`config.mk`:
```
export PLATFORM = sky130hd
export DESIGN_NAME = vdh_front
export DESIGN_NICKNAME = d
export VERILOG_FILES = /design/src/hw/rtl/vertex_dedup_hash_table_unit_macros.svh /design/src/hw/rtl/vdh_pkg.sv /design/src/hw/rtl/vdh_front.sv
export SDC_FILE = /design/constraint.sdc
export NUM_CORES = 2
export LEC_CHECK = 0
export BUFFER_PORTS_ARGS = -buffer_cell sky130_fd_sc_hd__buf_4
export CAP_MARGIN = 10
export CORE_UTILIZATION = 35
export DETAILED_ROUTE_END_ITERATION = 10
export HOLD_SLACK_MARGIN = 0.12
export SYNTH_ARGS = -nofsm -noshare
export SYNTH_HDL_FRONTEND = slang
export SYNTH_SLANG_ARGS = --single-unit
```
`constraint.sdc`:
```
create_clock -name clk -period 17.2 [get_ports clk]
set_input_delay 2.58 -clock clk [delete_from_list [all_inputs] [get_ports clk]]
set_output_delay 2.58 -clock clk [all_outputs]
set_load 0.05 [all_outputs]
```
`src/hw/rtl/vertex_dedup_hash_table_unit_macros.svh`:
```
// assertion macros used by the vertex dedup hash table back end
`ifndef VERTEX_DEDUP_HASH_TABLE_UNIT_MACROS_SVH
`define VERTEX_DEDUP_HASH_TABLE_UNIT_MACROS_SVH

// condition that must hold at every rising clock edge out of reset
`define VDH_ASSERT_ALWAYS(label, cond) \
  label: assert property (@(posedge clk) disable iff (rst) (cond)) \
    else $error("vdh assertion failed");

// implication checked at every rising clock edge out of reset
`define VDH_ASSERT_IMPL(label, ante, cons) \
  label: assert property (@(posedge clk) disable iff (rst) (ante) |-> (cons)) \
    else $error("vdh assertion failed");

`endif

```
`src/hw/rtl/vdh_pkg.sv`:
```
// types, constants and the quantizer function of the vertex dedup hash table
package vdh_pkg;

  localparam int MAX_VERTICES_DEF = 4096;
  localparam int TABLE_SLOTS_DEF  = 8192;
  localparam int HASH_MAX_W       = 17;
  localparam int IDX_W            = 12;
  localparam int EPOCH_W          = 4;
  localparam int KEY_W            = 179;

  localparam logic [16:0] COORD_SCALE = 17'd100000;
  localparam logic [16:0] NORM_SCALE  = 17'd1000;

  // quantized key words
  typedef struct packed {
    logic [57:0] c;
    logic [56:0] b;
    logic [63:0] a;
  } key_t;

  // item passed from front to back
  typedef struct packed {
    logic                  start;
    key_t                  key;
    logic [HASH_MAX_W-1:0] hash;
  } item_t;

  // one table entry; valid when its epoch matches the current one
  typedef struct packed {
    logic [EPOCH_W-1:0] epoch;
    key_t               key;
    logic [IDX_W-1:0]   idx;
  } entry_t;

  typedef enum logic [2:0] {
    B_CLEAR,
    B_IDLE,
    B_READ,
    B_CHECK,
    B_DONE
  } back_state_t;

  // scale and round half away from zero, saturate to out_w bits signed
  function automatic logic [31:0] quantize(logic [38:0] v, int unsigned frac,
                                           logic [16:0] scale, int unsigned out_w);
    logic        neg;
    logic [38:0] mag;
    logic [55:0] prod;
    logic [55:0] q;
    logic [55:0] lim;
    neg  = v[38];
    mag  = neg ? (~v + 39'd1) : v;
    prod = 56'(mag) * 56'(scale);
    q    = (prod + (56'd1 << (frac - 1))) >> frac;
    lim  = 56'd1 << (out_w - 1);
    if (neg) begin
      if (q > lim) q = lim;
      q = 56'd0 - q;
    end else begin
      if (q > lim - 56'd1) q = lim - 56'd1;
    end
    return q[31:0];
  endfunction

endpackage

```
`src/hw/rtl/vdh_front.sv`:
```
// front end: quantizes the vertex into a key and hashes it to a home slot
module vdh_front #(
  parameter int TABLE_SLOTS = vdh_pkg::TABLE_SLOTS_DEF
) (
  input  logic           clk,
  input  logic           rst,
  input  logic           s_tvalid,
  output logic           s_tready,
  input  logic [239:0]   s_tdata,
  input  logic [0:0]     s_tuser,
  output logic           q_valid,
  input  logic           q_ready,
  output vdh_pkg::item_t q_item
);

  localparam int SLOT_W = $clog2(TABLE_SLOTS);
  localparam logic [SLOT_W:0] SLOTS_L = (SLOT_W + 1)'(TABLE_SLOTS);

  logic          v1, v2, adv2, acc;
  logic          st1, st2;
  vdh_pkg::key_t key1, key2, key_in;
  logic [SLOT_W-1:0] fold;
  logic [SLOT_W:0]   fold_x;
  logic [SLOT_W-1:0] home;
  logic [SLOT_W-1:0] hash2;
  logic [31:0] qpx, qpy, qpz, qnx, qny, qnz, qu, qv;

  assign adv2     = !v2 || q_ready;
  assign s_tready = !v1 || adv2;
  assign acc      = s_tvalid && s_tready;

  // quantize all eight coordinates
  always_comb begin
    qpx = vdh_pkg::quantize(s_tdata[38:0], 24, vdh_pkg::COORD_SCALE, 32);
    qpy = vdh_pkg::quantize(s_tdata[77:39], 24, vdh_pkg::COORD_SCALE, 32);
    qpz = vdh_pkg::quantize(s_tdata[116:78], 24, vdh_pkg::COORD_SCALE, 32);
    qnx = vdh_pkg::quantize({{21{s_tdata[134]}}, s_tdata[134:117]}, 16,
                            vdh_pkg::NORM_SCALE, 11);
    qny = vdh_pkg::quantize({{21{s_tdata[152]}}, s_tdata[152:135]}, 16,
                            vdh_pkg::NORM_SCALE, 11);
    qnz = vdh_pkg::quantize({{21{s_tdata[170]}}, s_tdata[170:153]}, 16,
                            vdh_pkg::NORM_SCALE, 11);
    qu  = vdh_pkg::quantize({{7{s_tdata[202]}}, s_tdata[202:171]}, 24,
                            vdh_pkg::COORD_SCALE, 25);
    qv  = vdh_pkg::quantize({{7{s_tdata[234]}}, s_tdata[234:203]}, 24,
                            vdh_pkg::COORD_SCALE, 25);
    key_in.a = {qpy, qpx};
    key_in.b = {qu[24:0], qpz};
    key_in.c = {qv[24:0], qnz[10:0], qny[10:0], qnx[10:0]};
  end

  // xor fold of the key, then one conditional subtract into the slot range
  always_comb begin
    fold = '0;
    for (int j = 0; j < vdh_pkg::KEY_W; j++) begin
      fold[j % SLOT_W] = fold[j % SLOT_W] ^ key1[j];
    end
    fold_x = {1'b0, fold};
    if (fold_x >= SLOTS_L) fold_x = fold_x - SLOTS_L;
    home = fold_x[SLOT_W-1:0];
  end

  // stage valids
  always_ff @(posedge clk) begin
    if (rst) begin
      v1 <= 1'b0;
      v2 <= 1'b0;
    end else begin
      if (s_tready) v1 <= s_tvalid;
      if (adv2) v2 <= v1;
    end
  end

  // stage payloads
  always_ff @(posedge clk) begin
    if (acc) begin
      st1  <= s_tuser[0];
      key1 <= key_in;
    end
    if (adv2 && v1) begin
      st2   <= st1;
      key2  <= key1;
      hash2 <= home;
    end
  end

  assign q_valid      = v2;
  assign q_item.start = st2;
  assign q_item.key   = key2;
  assign q_item.hash  = vdh_pkg::HASH_MAX_W'(hash2);

endmodule

```
==> reports/metrics.cfg <==
[outcome]
status=finished clean

[global_routing]
met3_usage_pct=1.972
met2_usage_pct=32.40
grt_pass1_wl_um=426300
use_met1_pct=26.25
globalRouteTotalUtil_pct=19.67
grt_start_max_net_pins=141
grt_pass1_vias=76000
grt.busiest_layer=met2
grt-ovfl-total=0
antenna_found_initial=28

[cts]
ctsLongestPathBuffers=3
hold_buffers=0
post-cts-setup-buffers=0
cts_sinks=375
clock_latency_ns=0.68
root_buffer=clkbuf_16
cts_tree=done
cts_resized=0
cts_max_level=2
numCtsBuffers=48
clkTransAtPathRegs_ns=0.07

[floorplan]
core_um2=268400
die_area_um2=272600
pin_count=444
die-width_um=522.1
rows=190
die_h_um=522.1
start_util_pct=35.28

[route]
drc=0
vias=78120
antenna_left=0
firstDrtPassIters=6
drt_iter0_drc=4896
wl_per_cell_um=17.50
viasPerCell=5.062
wirelength_um=270000

[sta]
setup_tns_ns=0
tightestPinTransition_ns=1.122
hold_violations=0
relSlewSlack_pct=24.17
maxSlewViolCount=0
finalCritPeriodShare_pct=86.80
finClkSkew_ns=0.06801
max_freq_mhz=66.98
min_period_ns=14.93
rsz0062_at_grt=false
setup_violations=0

[worst_setup_path]
cp-start-kind=input port
max_stage_delay_ns=0.56
worstSetupPathType=in -> reg
required_ns=17.61
reg2regPathDepth=5
endpoint_kind=register
arrival_ns=15.34
r2r_end=key1[61]
cpMaxStageDelayCell=or4_1
r2r_slack_ns=14.33
r2r_start=q_valid
cp_max_fo=29

[job]
drv_cap=0

[final_layout]
area_growth_pct=10.23
most-common-layout-cells=inv_1, ha_1, fa_1, nand2_1, xnor2_1
final_layout_size_suffix_gt1_share_pct=6.018
nets=14280
fill_cells=27570
layout.area.seq_um2=11240
multiInputGateArea_um2=75140
layout_commonest_cell=inv_1

[synth]
ys_seq_area_share_pct=11.87
syn-cell-area_um2=94690
ys_ff_latch=375
synth_cells=11240
synth_cell_types=123
yosysWarnings=0
avgSynthCellArea_um2=8.421
ys.flop_type=edfxtp_1
synth_edf_count=373
async_flop_share_pct=0

[worst_hold_path]
holdPathEnd=st2
min_path_cells=0
hold_class=reg -> reg
min-delay-start=st1

[place]
port_buffers=434
gp_congestion=0.9265
hpwl_um=235000

[sequential cells by signal, summed over array words and instances, names as in the netlist]
signal   count
st1          1
v1           1
key1       179
q_valid      1
q_item     179
st2          1
hash2       13
[Yosys cell counts (172+ instances only)]
| master | count | area share, % |
|---|---|---|
| nand4_1 | 172 | 1.1 |
| nand3_1 | 239 | 1.3 |
| clkbuf_1 | 239 | 0.95 |
| xor2_1 | 225 | 2.1 |
| o21ai_0 | 440 | 2.3 |
| ha_1 | 1209 | 16 |
| nand2_1 | 755 | 3.0 |
| xnor2_1 | 675 | 6.2 |
| a21oi_1 | 564 | 3.0 |
| a21o_1 | 261 | 2.1 |
| edfxtp_1 | 373 | 12 |
| nor3_1 | 240 | 1.3 |
| inv_1 | 2253 | 8.9 |
| nor2_1 | 511 | 2.0 |
| fa_1 | 1002 | 21 |
[stage by stage]
stage                     setup slack, ns  std cells  utilization [%]  hold slack [ns]  area, um^2
final                               2.270      15430            38.89           0.4255      104400
after global routing                1.516      15420            38.88           0.4280      104300
after CTS                           2.308      15420            38.87           0.4276      104300
after detailed placement            1.587      15330            38.29           0.4106      102800
after global placement              1.643      15330            38.29           0.4032      102800
after floorplan                     3.789      11640                -           0.4003       96180
[routing by layer]
metal	part of all wire, %	vias up
li1	-	39050
met1	45	37150
met2	46	1588
met3	4.4	305
met4	4.7	28
met5	0.069	-
[layout make-up]
class / instances / area share [%]
diodes: 17 / 0.04076
clock buffers: 58 / 1.187
clock inverters: 31 / 0.3236
inverters: 2261 / 8.131
multi-input cells: 8681 / 71.99
flip-flops and latches: 375 / 10.77
well taps: 3552 / 4.258
repair buffers: 458 / 3.306
[kinds of logic (layout without fill, tap and decap cells)]
kind of cell	after synthesis	count (layout)	synth area share, %
AOI/OAI and AO/OA	2297	2297	16.19
xor gates and xnor gates	906	906	8.439
adders and majority gates	2215	2215	37.20
buffers and inverters	2585	2808	10.38
DFF	375	375	11.87
muxes	62	62	0.6765
other	2	416	0.007931
and+or+nand+nor	2802	2802	15.24
[worst max-delay path: cells and delay by family]
| kind | cells | cell delay (ns) |
|---|---|---|
| buffers and inverters | 7 | 0.80 |
| xor gates and xnor gates | 2 | 0.44 |
| AOI/OAI and AO/OA | 8 | 2.01 |
| adders and majority gates | 7 | 3.11 |
| and+or+nand+nor | 22 | 6.35 |
[worst max-delay path by stage]
stage | slack, ns | cells after the start | to | from
2_1_floorplan | 3.79 | 47 | key1[56] | s_tdata[45]
3_3_place_gp | 1.64 | 46 | key1[56] | s_tdata[45]
3_5_place_dp | 1.59 | 46 | key1[56] | s_tdata[45]
4_1_cts | 2.31 | 46 | key1[56] | s_tdata[45]
5_1_grt | 1.52 | 46 | key1[56] | s_tdata[45]
6_report | 2.27 | 46 | key1[56] | s_tdata[45]
Power is not shown: default switching activity piles up to over one toggle a cycle in this logic, so the estimate is an artifact.
