===== src/hw/rtl/vertex_dedup_hash_table_unit_macros.svh =====
// assertion macros used by the vertex dedup hash table back end
`ifndef VERTEX_DEDUP_HASH_TABLE_UNIT_MACROS_SVH
`define VERTEX_DEDUP_HASH_TABLE_UNIT_MACROS_SVH

// condition that must hold at every rising clock edge out of reset
`define VDH_ASSERT_ALWAYS(label, cond) \
  label: assert property (@(posedge clk) disable iff (rst) (cond)) \
    else $error("vdh assertion failed");

// implication checked at every rising clock edge out of reset
`define VDH_ASSERT_IMPL(label, ante, cons) \
  label: assert property (@(posedge clk) disable iff (rst) (ante) |-> (cons)) \
    else $error("vdh assertion failed");

`endif


===== src/hw/rtl/vdh_pkg.sv =====
// types, constants and the quantizer function of the vertex dedup hash table
package vdh_pkg;

  localparam int MAX_VERTICES_DEF = 4096;
  localparam int TABLE_SLOTS_DEF  = 8192;
  localparam int HASH_MAX_W       = 17;
  localparam int IDX_W            = 12;
  localparam int EPOCH_W          = 4;
  localparam int KEY_W            = 179;

  localparam logic [16:0] COORD_SCALE = 17'd100000;
  localparam logic [16:0] NORM_SCALE  = 17'd1000;

  // quantized key words
  typedef struct packed {
    logic [57:0] c;
    logic [56:0] b;
    logic [63:0] a;
  } key_t;

  // item passed from front to back
  typedef struct packed {
    logic                  start;
    key_t                  key;
    logic [HASH_MAX_W-1:0] hash;
  } item_t;

  // one table entry; valid when its epoch matches the current one
  typedef struct packed {
    logic [EPOCH_W-1:0] epoch;
    key_t               key;
    logic [IDX_W-1:0]   idx;
  } entry_t;

  typedef enum logic [2:0] {
    B_CLEAR,
    B_IDLE,
    B_READ,
    B_CHECK,
    B_DONE
  } back_state_t;

  // scale and round half away from zero, saturate to out_w bits signed
  function automatic logic [31:0] quantize(logic [38:0] v, int unsigned frac,
                                           logic [16:0] scale, int unsigned out_w);
    logic        neg;
    logic [38:0] mag;
    logic [55:0] prod;
    logic [55:0] q;
    logic [55:0] lim;
    neg  = v[38];
    mag  = neg ? (~v + 39'd1) : v;
    prod = 56'(mag) * 56'(scale);
    q    = (prod + (56'd1 << (frac - 1))) >> frac;
    lim  = 56'd1 << (out_w - 1);
    if (neg) begin
      if (q > lim) q = lim;
      q = 56'd0 - q;
    end else begin
      if (q > lim - 56'd1) q = lim - 56'd1;
    end
    return q[31:0];
  endfunction

endpackage


===== src/hw/rtl/vdh_queue.sv =====
// two-entry queue between the front end and the table walker
module vdh_queue (
  input  logic           clk,
  input  logic           rst,
  input  logic           in_valid,
  output logic           in_ready,
  input  vdh_pkg::item_t in_item,
  output logic           out_valid,
  input  logic           out_ready,
  output vdh_pkg::item_t out_item
);

  vdh_pkg::item_t slots [2];
  logic [1:0] cnt;
  logic       wr_ptr, rd_ptr, push, pop;

  assign in_ready  = (cnt != 2'd2);
  assign out_valid = (cnt != 2'd0);
  assign push      = in_valid && in_ready;
  assign pop       = out_valid && out_ready;
  assign out_item  = slots[rd_ptr];

  // pointers and fill count
  always_ff @(posedge clk) begin
    if (rst) begin
      cnt    <= 2'd0;
      wr_ptr <= 1'b0;
      rd_ptr <= 1'b0;
    end else begin
      if (push) wr_ptr <= !wr_ptr;
      if (pop) rd_ptr <= !rd_ptr;
      cnt <= cnt + 2'(push) - 2'(pop);
    end
  end

  // storage
  always_ff @(posedge clk) begin
    if (push) slots[wr_ptr] <= in_item;
  end

endmodule


===== config.mk =====
export PLATFORM = sky130hd
export DESIGN_NAME = vdh_queue
export DESIGN_NICKNAME = d
export VERILOG_FILES = /design/src/hw/rtl/vertex_dedup_hash_table_unit_macros.svh /design/src/hw/rtl/vdh_pkg.sv /design/src/hw/rtl/vdh_queue.sv
export SDC_FILE = /design/constraint.sdc
export NUM_CORES = 1
export LEC_CHECK = 0
export BUFFER_PORTS_ARGS = -buffer_cell sky130_fd_sc_hd__buf_4
export CORE_MARGIN = 2
export CORE_UTILIZATION = 35
export CTS_CLUSTER_DIAMETER = 120
export CTS_CLUSTER_SIZE = 10
export DETAILED_ROUTE_END_ITERATION = 12
export MAX_ROUTING_LAYER = met4
export PLACE_DENSITY = 0.68
export SLEW_MARGIN = 10
export SYNTH_ARGS = -nofsm -noshare
export SYNTH_HDL_FRONTEND = slang
export SYNTH_SLANG_ARGS = --single-unit

===== constraint.sdc =====
create_clock -name clk -period 7.3 [get_ports clk]
set_input_delay 1.825 -clock clk [delete_from_list [all_inputs] [get_ports clk]]
set_output_delay 1.825 -clock clk [all_outputs]
set_load 0.1 [all_outputs]

==> summary.md, run 1 <==
| Metric | Value |
|---|---|
| CP Launch Type | flop |
| Post-route insts no fill | approximately 1.6k |
| Synthesized area | between 0.015 and 0.02 sq mm |
| Root buffer cell | clkbuf_16 |
| Final ANT Viol Nets | 0 |
| Relative slew slack | 30.1% |
| Sequential area share after synthesis | around four fifths |
| Finished Cell Area | 0.0198 sq mm |
| Routability congestion estimate | 0.786 |
| Switching Share | between 40 and 50% |
| Number of I/O pins | 400 |
| Worst-path fanout max | 121 |
| Share of post-route cells with drive strength above 1 | 60.6% |
| Initial antenna violation count | 1 |
| Chip Width | between 200 and 250 um |
| Max Cap Violations | 0 |
| CTS tree | built |
| First-pass GRT wire length | ~45 mm |
| Slowest CP cell | dfxtp_4 |
| Setup Fix Bufs, Post-CTS | 0 |
| Synthesized area per cell | about 23 sq um |
| DPL Wire Length | between 20 and 25 mm |
| Netlist cell types | 25 |
| Fin crit share | a little over three fifths |
| Psw | 3380 uW |
| Ys Warns | 0 |
| Setup TNS | 0 ns |
| Comb pwr share | approximately two fifths |
| Violation count after the first detailed-routing iteration | 320 |
| CP required | 5.48 ns |
| Inserted Clock Buffers | 45 |
| WL/cell | 19.1 um |
| #FFs+latches synth | 399 |
| Post-route DRC | 0 |
| Hold_buf cts | 0 |
| Area of the die | 0.0445 sq mm |
| Core ar. | roughly 0.042 sq mm |
| Critical setup path kind | flop to output port |
| Clk_lat worst skew | between 0.5 and 0.6 ns |
| Internal | around 4800 uW |
| Crit. End Element | output port |
| First drt pass iteration count | 4 |
| Multi-input logic area | 0.00286 sq mm |
| Fin. max-slew vios | 0 |
| IR drop worst, VDD | ~240 uV |
| Commonest non-fill, non-tap cell in the layout | buf_4 |
| Post-CTS Resized | 0 |
| CTS clk-pin slew, worst paths | 0.05 ns |
| Final setup violation count | 0 |
| Clock network power share | 23.8% |
| Starting Density | 35.6% |
| Synth area leader | edfxtp_1 |
| Status | finished clean |
| Final hold violation count | 0 |
| Synth area leaders | edfxtp_1 79%, mux2_4 13%, mux2_2 5.0%, buf_6 1.2%, dfxtp_1 0.67% |
| Vias after detailed routing | around 7.4k |
| Area growth syn-to-layout | 31.8% |
| Final net count | between 1k and 1.5k |
| Register share of total power | 35.2% |
| # H-tree levels | 2 |
| Worst-case clock buffer depth | 3 |
| Power Total | between 8000 and 9000 uW |
| Leak | 0.00751 uW |
| Gr usage total | between 10% and 20% |
| Post-synth net total | 844 |
| Num rows | 75 |
| GRT Residual Overflow | 0 |
| Max Clk Rate | 218 MHz |
| PD cells | 411 mW/mm^2 |
| Most frequent cells in the layout | 401 x buf_4, 394 x edfxtp_1, 130 x mux2_4 |
| Critical-path cell list | buf_12 > mux2_2 > buf_4 |
| Vias/cell | 4.59 |
| CP arrival | roughly 2.8 ns |
| Number of global-route vias before repair | 7882 |
| Largest net degree at the start of global routing | 122 |
| Worst Skew | 0.0141 ns |
| Tightest Hold Check Type | flop to flop |
| FF+latch area | 0.0119 sq mm |
| Routed WL | 30.9 mm |
| Cell Area, Placed | around 0.019 sq mm |
| CP max stage delay | 0.66 ns |
| Post-Syn Instances | between 600 and 700 |
| Placed Instances | 1563 |
| Min cycle time layout | roughly 4.6 ns |
| Slew @ Worst Pin | 1.05 ns |
| Port bufs | 399 |
| CTS sink count | ~400 |
| Filler cells | roughly 3.5k |
| DIE HEIGHT | around 210 um |
| RSZ-0062 raised after global routing | false |
| Top-area cell type share of the netlist area | between 70% and 80% |
cell families (layout without fill, tap and decap cells):
group	Yosys count	in the layout	share of synthesized area [%]
muxes	197	197	18.0
DFF	399	399	79.5
AOI/OAI and AO/OA	6	6	0.292
buffers and inverters	23	461	1.43
and+or+nand+nor	15	15	0.584
other	0	1	0
xor gates and xnor gates	1	1	0.0584
adders and majority gates	1	1	0.0834
power groups by stage:
stage                     sequential (uW)  combinational (uW)  clock, uW
after floorplan                      2910                2800          0
after global placement               2910                3340          0
after CTS                            2870                3360       2010
after global routing                 2880                3430       2080
after detailed placement             2910                3350          0
final                                2860                3330       1940
metrics by stage:
step	hold slack [ns]	setup slack, ns	util (%)
finish	0.517	2.70	46.9
global route	0.570	2.57	46.9
CTS	0.515	2.72	46.9
detailed placement	0.495	3.34	44.0
global placement	0.491	3.33	44.0
floorplan	0.472	0.341	-
layout make-up:
cell class                      instances  area share (%)
Antenna cell                            1          0.0127
Clock buffer                           55            6.10
Clock inverter                          1          0.0443
Inverter                                1          0.0570
Multi-Input combinational cell        220            14.5
Sequential cell                       399            60.4
Tap cell                              539            3.41
Timing Repair Buffer                  404            15.5
final timing paths:
check | start | to | slack, ns | cells after the start
max | flop | out_item[50] | 2.70 | 3
min | rd_ptr | rd_ptr | 0.52 | 2
max reg2reg | cnt[0] | slots[0][109] | 4.83 | 4
min reg2reg | rd_ptr | rd_ptr | 0.52 | 2
cells in the mapped netlist:
cell,n
a21oi_1,1
dfxtp_1,5
nor2_1,4
ha_1,1
nor2b_1,1
nand3b_1,1
and3_1,2
or2_2,1
o31a_1,1
nand2b_1,1
and2b_1,1
buf_2,6
xor2_1,1
o21ai_0,2
mux2_2,67
mux2_4,130
edfxtp_1,394
buf_6,16
nor4_1,1
o21ba_2,1
nand3_1,1
a21bo_2,1
inv_1,1
nor4bb_1,1
nor3_1,1
worst max-delay path, delay by kind of cell, from the launching register on:
family	cells	cell delay (ns)
buffers and inverters	2	0.75
DFF	1	0.66
muxes	1	0.45
state kept, by name, summed over array words and instances (netlist names), named ones only:
name and cells:
slots 394, rd_ptr 1, cnt 2, wr_ptr 1
per-layer routing:
| metal | wire length [um] | GRT usage, % | share of wire (%) |
|---|---|---|---|
| met1 | 12100 | 15.7 | 39 |
| met2 | 15000 | 22.0 | 48 |
| met3 | 3110 | 6.04 | 10 |
| met4 | 715 | 4.52 | 2.3 |
| met5 | 0 | - | 0 |
Note: power is estimated with default switching activity, not from simulation.
==> run 2: changes to the inputs <==
Clock period 7.3 ns to 3.8 ns, I/O delays scaled along.
==> summary.md, run 2 (synthesis gave the netlist of run 1 again) <==
| Metric | Value |
|---|---|
| Status | finished clean (unchanged) |
| Max Cap Violations | 0 (unchanged) |
| Fin crit share | 85.9% |
| Post-CTS Resized | 0 (unchanged) |
| Worst-case clock buffer depth | 3 (unchanged) |
| Slowest CP cell | dfxtp_4 (unchanged) |
| Port bufs | 399 (unchanged) |
| First drt pass iteration count | 4 (unchanged) |
| Antenna diodes | 0 (was 1) |
| Number of global-route vias before repair | 8012 (was 7882) |
| Tightest Hold Check Type | flop to flop (unchanged) |
| Core ar. | 0.0421 sq mm (unchanged) |
| Critical-path cell list | buf_4 > mux2_2 > buf_4 (was buf_12 > mux2_2 > buf_4) |
| Setup Fix Bufs, Post-CTS | 0 (unchanged) |
| Vias/cell | 4.56 (was 4.59) |
| Cell Area, Placed | 0.0187 sq mm (was 0.0186 sq mm) |
| Vias after detailed routing | 7453 (was 7430) |
| Fin. max-slew vios | 0 (unchanged) |
| Relative slew slack | 56.1% (was 30.1%) |
| CTS clk-pin slew, worst paths | 0.05 ns (about the same) |
| DPL Wire Length | 21.7 mm (was 20.4 mm) |
| CP most frequent cell | buf_4 |
| Area growth syn-to-layout | 33.1% (was 31.8%) |
| Area of the die | 0.0445 sq mm (unchanged) |
| Most frequent cells in the layout | 405 x buf_4, 394 x edfxtp_1, 130 x mux2_4 (was 401 x buf_4, 394 x edfxtp_1, 130 x mux2_4) |
| Chip Width | 211 um (unchanged) |
| Finished Cell Area | 0.0200 sq mm (was 0.0198 sq mm) |
| RSZ-0062 raised after global routing | false (unchanged) |
| Post-route insts no fill | 1633 (was 1620) |
| Number of I/O pins | 400 (unchanged) |
| Routability congestion estimate | 0.798 (was 0.786) |
| Commonest non-fill, non-tap cell in the layout | buf_4 (unchanged) |
| Post-route DRC | 0 (unchanged) |
| Leak | 0.00760 uW (was 0.00751 uW) |
| Violation count after the first detailed-routing iteration | 346 (was 320) |
| CP Launch Type | flop (unchanged) |
| Inserted Clock Buffers | 45 (unchanged) |
| Post-layout util | 47.4% (was 46.9%) |
| Hold_buf cts | 0 (unchanged) |
| Largest registers | slots: 394 flops, cnt: 2 flops (unchanged) |
| Max reg flops | 394 (unchanged) |
| Final hold violation count | 0 (unchanged) |
| CP max stage delay | 0.77 ns (was 0.66 ns) |
| PD cells | 788 mW/mm^2 (was 411 mW/mm^2) |
| # H-tree levels | 2 (unchanged) |
| Final hold slack | 0.504 ns (was 0.517 ns) |
| First-pass GRT wire length | 45.8 mm (was 45.2 mm) |
| Slew @ Worst Pin | 0.658 ns (was 1.05 ns) |
| GRT Residual Overflow | 0 (unchanged) |
| CTS sink count | 399 (unchanged) |
| Worst-path fanout max | 34 (was 121) |
| Clk_lat worst skew | 0.56 ns (was 0.55 ns) |
| Top reg by flops | slots (unchanged) |
| Placed Instances | 1575 (was 1563) |
| Gr usage total | 14.2% (was 13.8%) |
| CTS tree | built (unchanged) |
| Starting Density | 35.6% (unchanged) |
| Crit. End Element | output port (unchanged) |
| CP arrival | 2.31 ns (was 2.77 ns) |
| Worst Skew | 0.0177 ns (was 0.0141 ns) |
| Num rows | 75 (unchanged) |
| Flop2flop setup slack | 1.78 ns (was 4.83 ns) |
| Routed WL | 31.8 mm (was 30.9 mm) |
| Final net count | 1285 (was 1273) |
| DIE HEIGHT | 211 um (unchanged) |
| Share of post-route cells with drive strength above 1 | 61.1% (was 60.6%) |
| Final ANT Viol Nets | 0 (unchanged) |
| WL/cell | 19.5 um (was 19.1 um) |
| Initial antenna violation count | 0 (was 1) |
| Critical setup path kind | flop to output port (unchanged) |
| Final setup violation count | 0 (unchanged) |
| Max Clk Rate | 307 MHz |
| Largest net degree at the start of global routing | 97 (was 122) |
| IR drop worst, VDD | 665 uV (was 243 uV) |
| Root buffer cell | clkbuf_16 (unchanged) |
| CP required | 2.85 ns (was 5.48 ns) |
| Filler cells | 3495 (was 3530) |
| Min cycle time layout | 3.26 ns |
-- run 2: cell count changes in the layout (fill, tap and decap cells not counted), sizes merged --
cell and delta:
buf +12, clkbuf +2, clkinvlp +1, diode -1
inv -1
-- run 2: metal layers --
| metal | global-route usage [%] | wire [um] | vias up | share of wire [%] |
|---|---|---|---|---|
| met3 | 5.22 | 2750 | 56 | 8.6 |
| met1 | 15.6 | 12200 | 3670 | 38 |
| met2 | 23.6 | 16000 | 296 | 50 |
| li1 | - | - | 3431 | - |
| met4 | 5.15 | 909 | 0 | 2.9 |
| met5 | - | 0 | - | 0 |
-- run 2: area by class of cell --
| type | instances | area [sq um] | area share, % |
|---|---|---|---|
| inverter | 1 | 7.51 | 0.0376 |
| timing repair buffer | 416 | 3260 | 16.3 |
| clock buffer | 57 | 1210 | 6.08 |
| sequential | 399 | 11900 | 59.8 |
| tap | 539 | 674 | 3.38 |
| multi-input combinational | 220 | 2870 | 14.4 |
| clock inverter | 1 | 8.76 | 0.0439 |
-- run 2: power breakdown --
| group | leakage [uW] | internal, uW | switching, uW |
|---|---|---|---|
| registers | 0.00373 | 5350 | 164 |
| logic | 0.00328 | 1650 | 4830 |
| clock network | 0.000596 | 2200 | 1550 |
| total | 0.00760 | 9200 | 6540 |
-- run 2: stage by stage --
stage | TNS, ns | total power [uW] | setup WS [ns]
after floorplan | -123.11 | 10900 | -0.617
after global placement | 0 | 12100 | 1.09
after detailed placement | 0 | 12100 | 1.05
after CTS | 0 | 15900 | 0.436
after global routing | 0 | 16200 | 0.388
final | 0 | 15700 | 0.538
-- run 2: path summary, 6_finish.rpt --
| check | from | end | depth (start not counted) |
|---|---|---|---|
| min reg2reg | rd_ptr | rd_ptr | 2 |
| max reg2reg | cnt[0] | slots[0][117] | 4 |
| max | flop | out_item[47] | 3 |
| min | rd_ptr | rd_ptr | 2 |
-- run 2: worst max-delay path: cells and delay by family (launching register included) --
| family | cells | cell delay, ns |
|---|---|---|
| flops | 1 | 0.77 |
| buf+inv | 2 | 0.60 |
| mux | 1 | 0.37 |
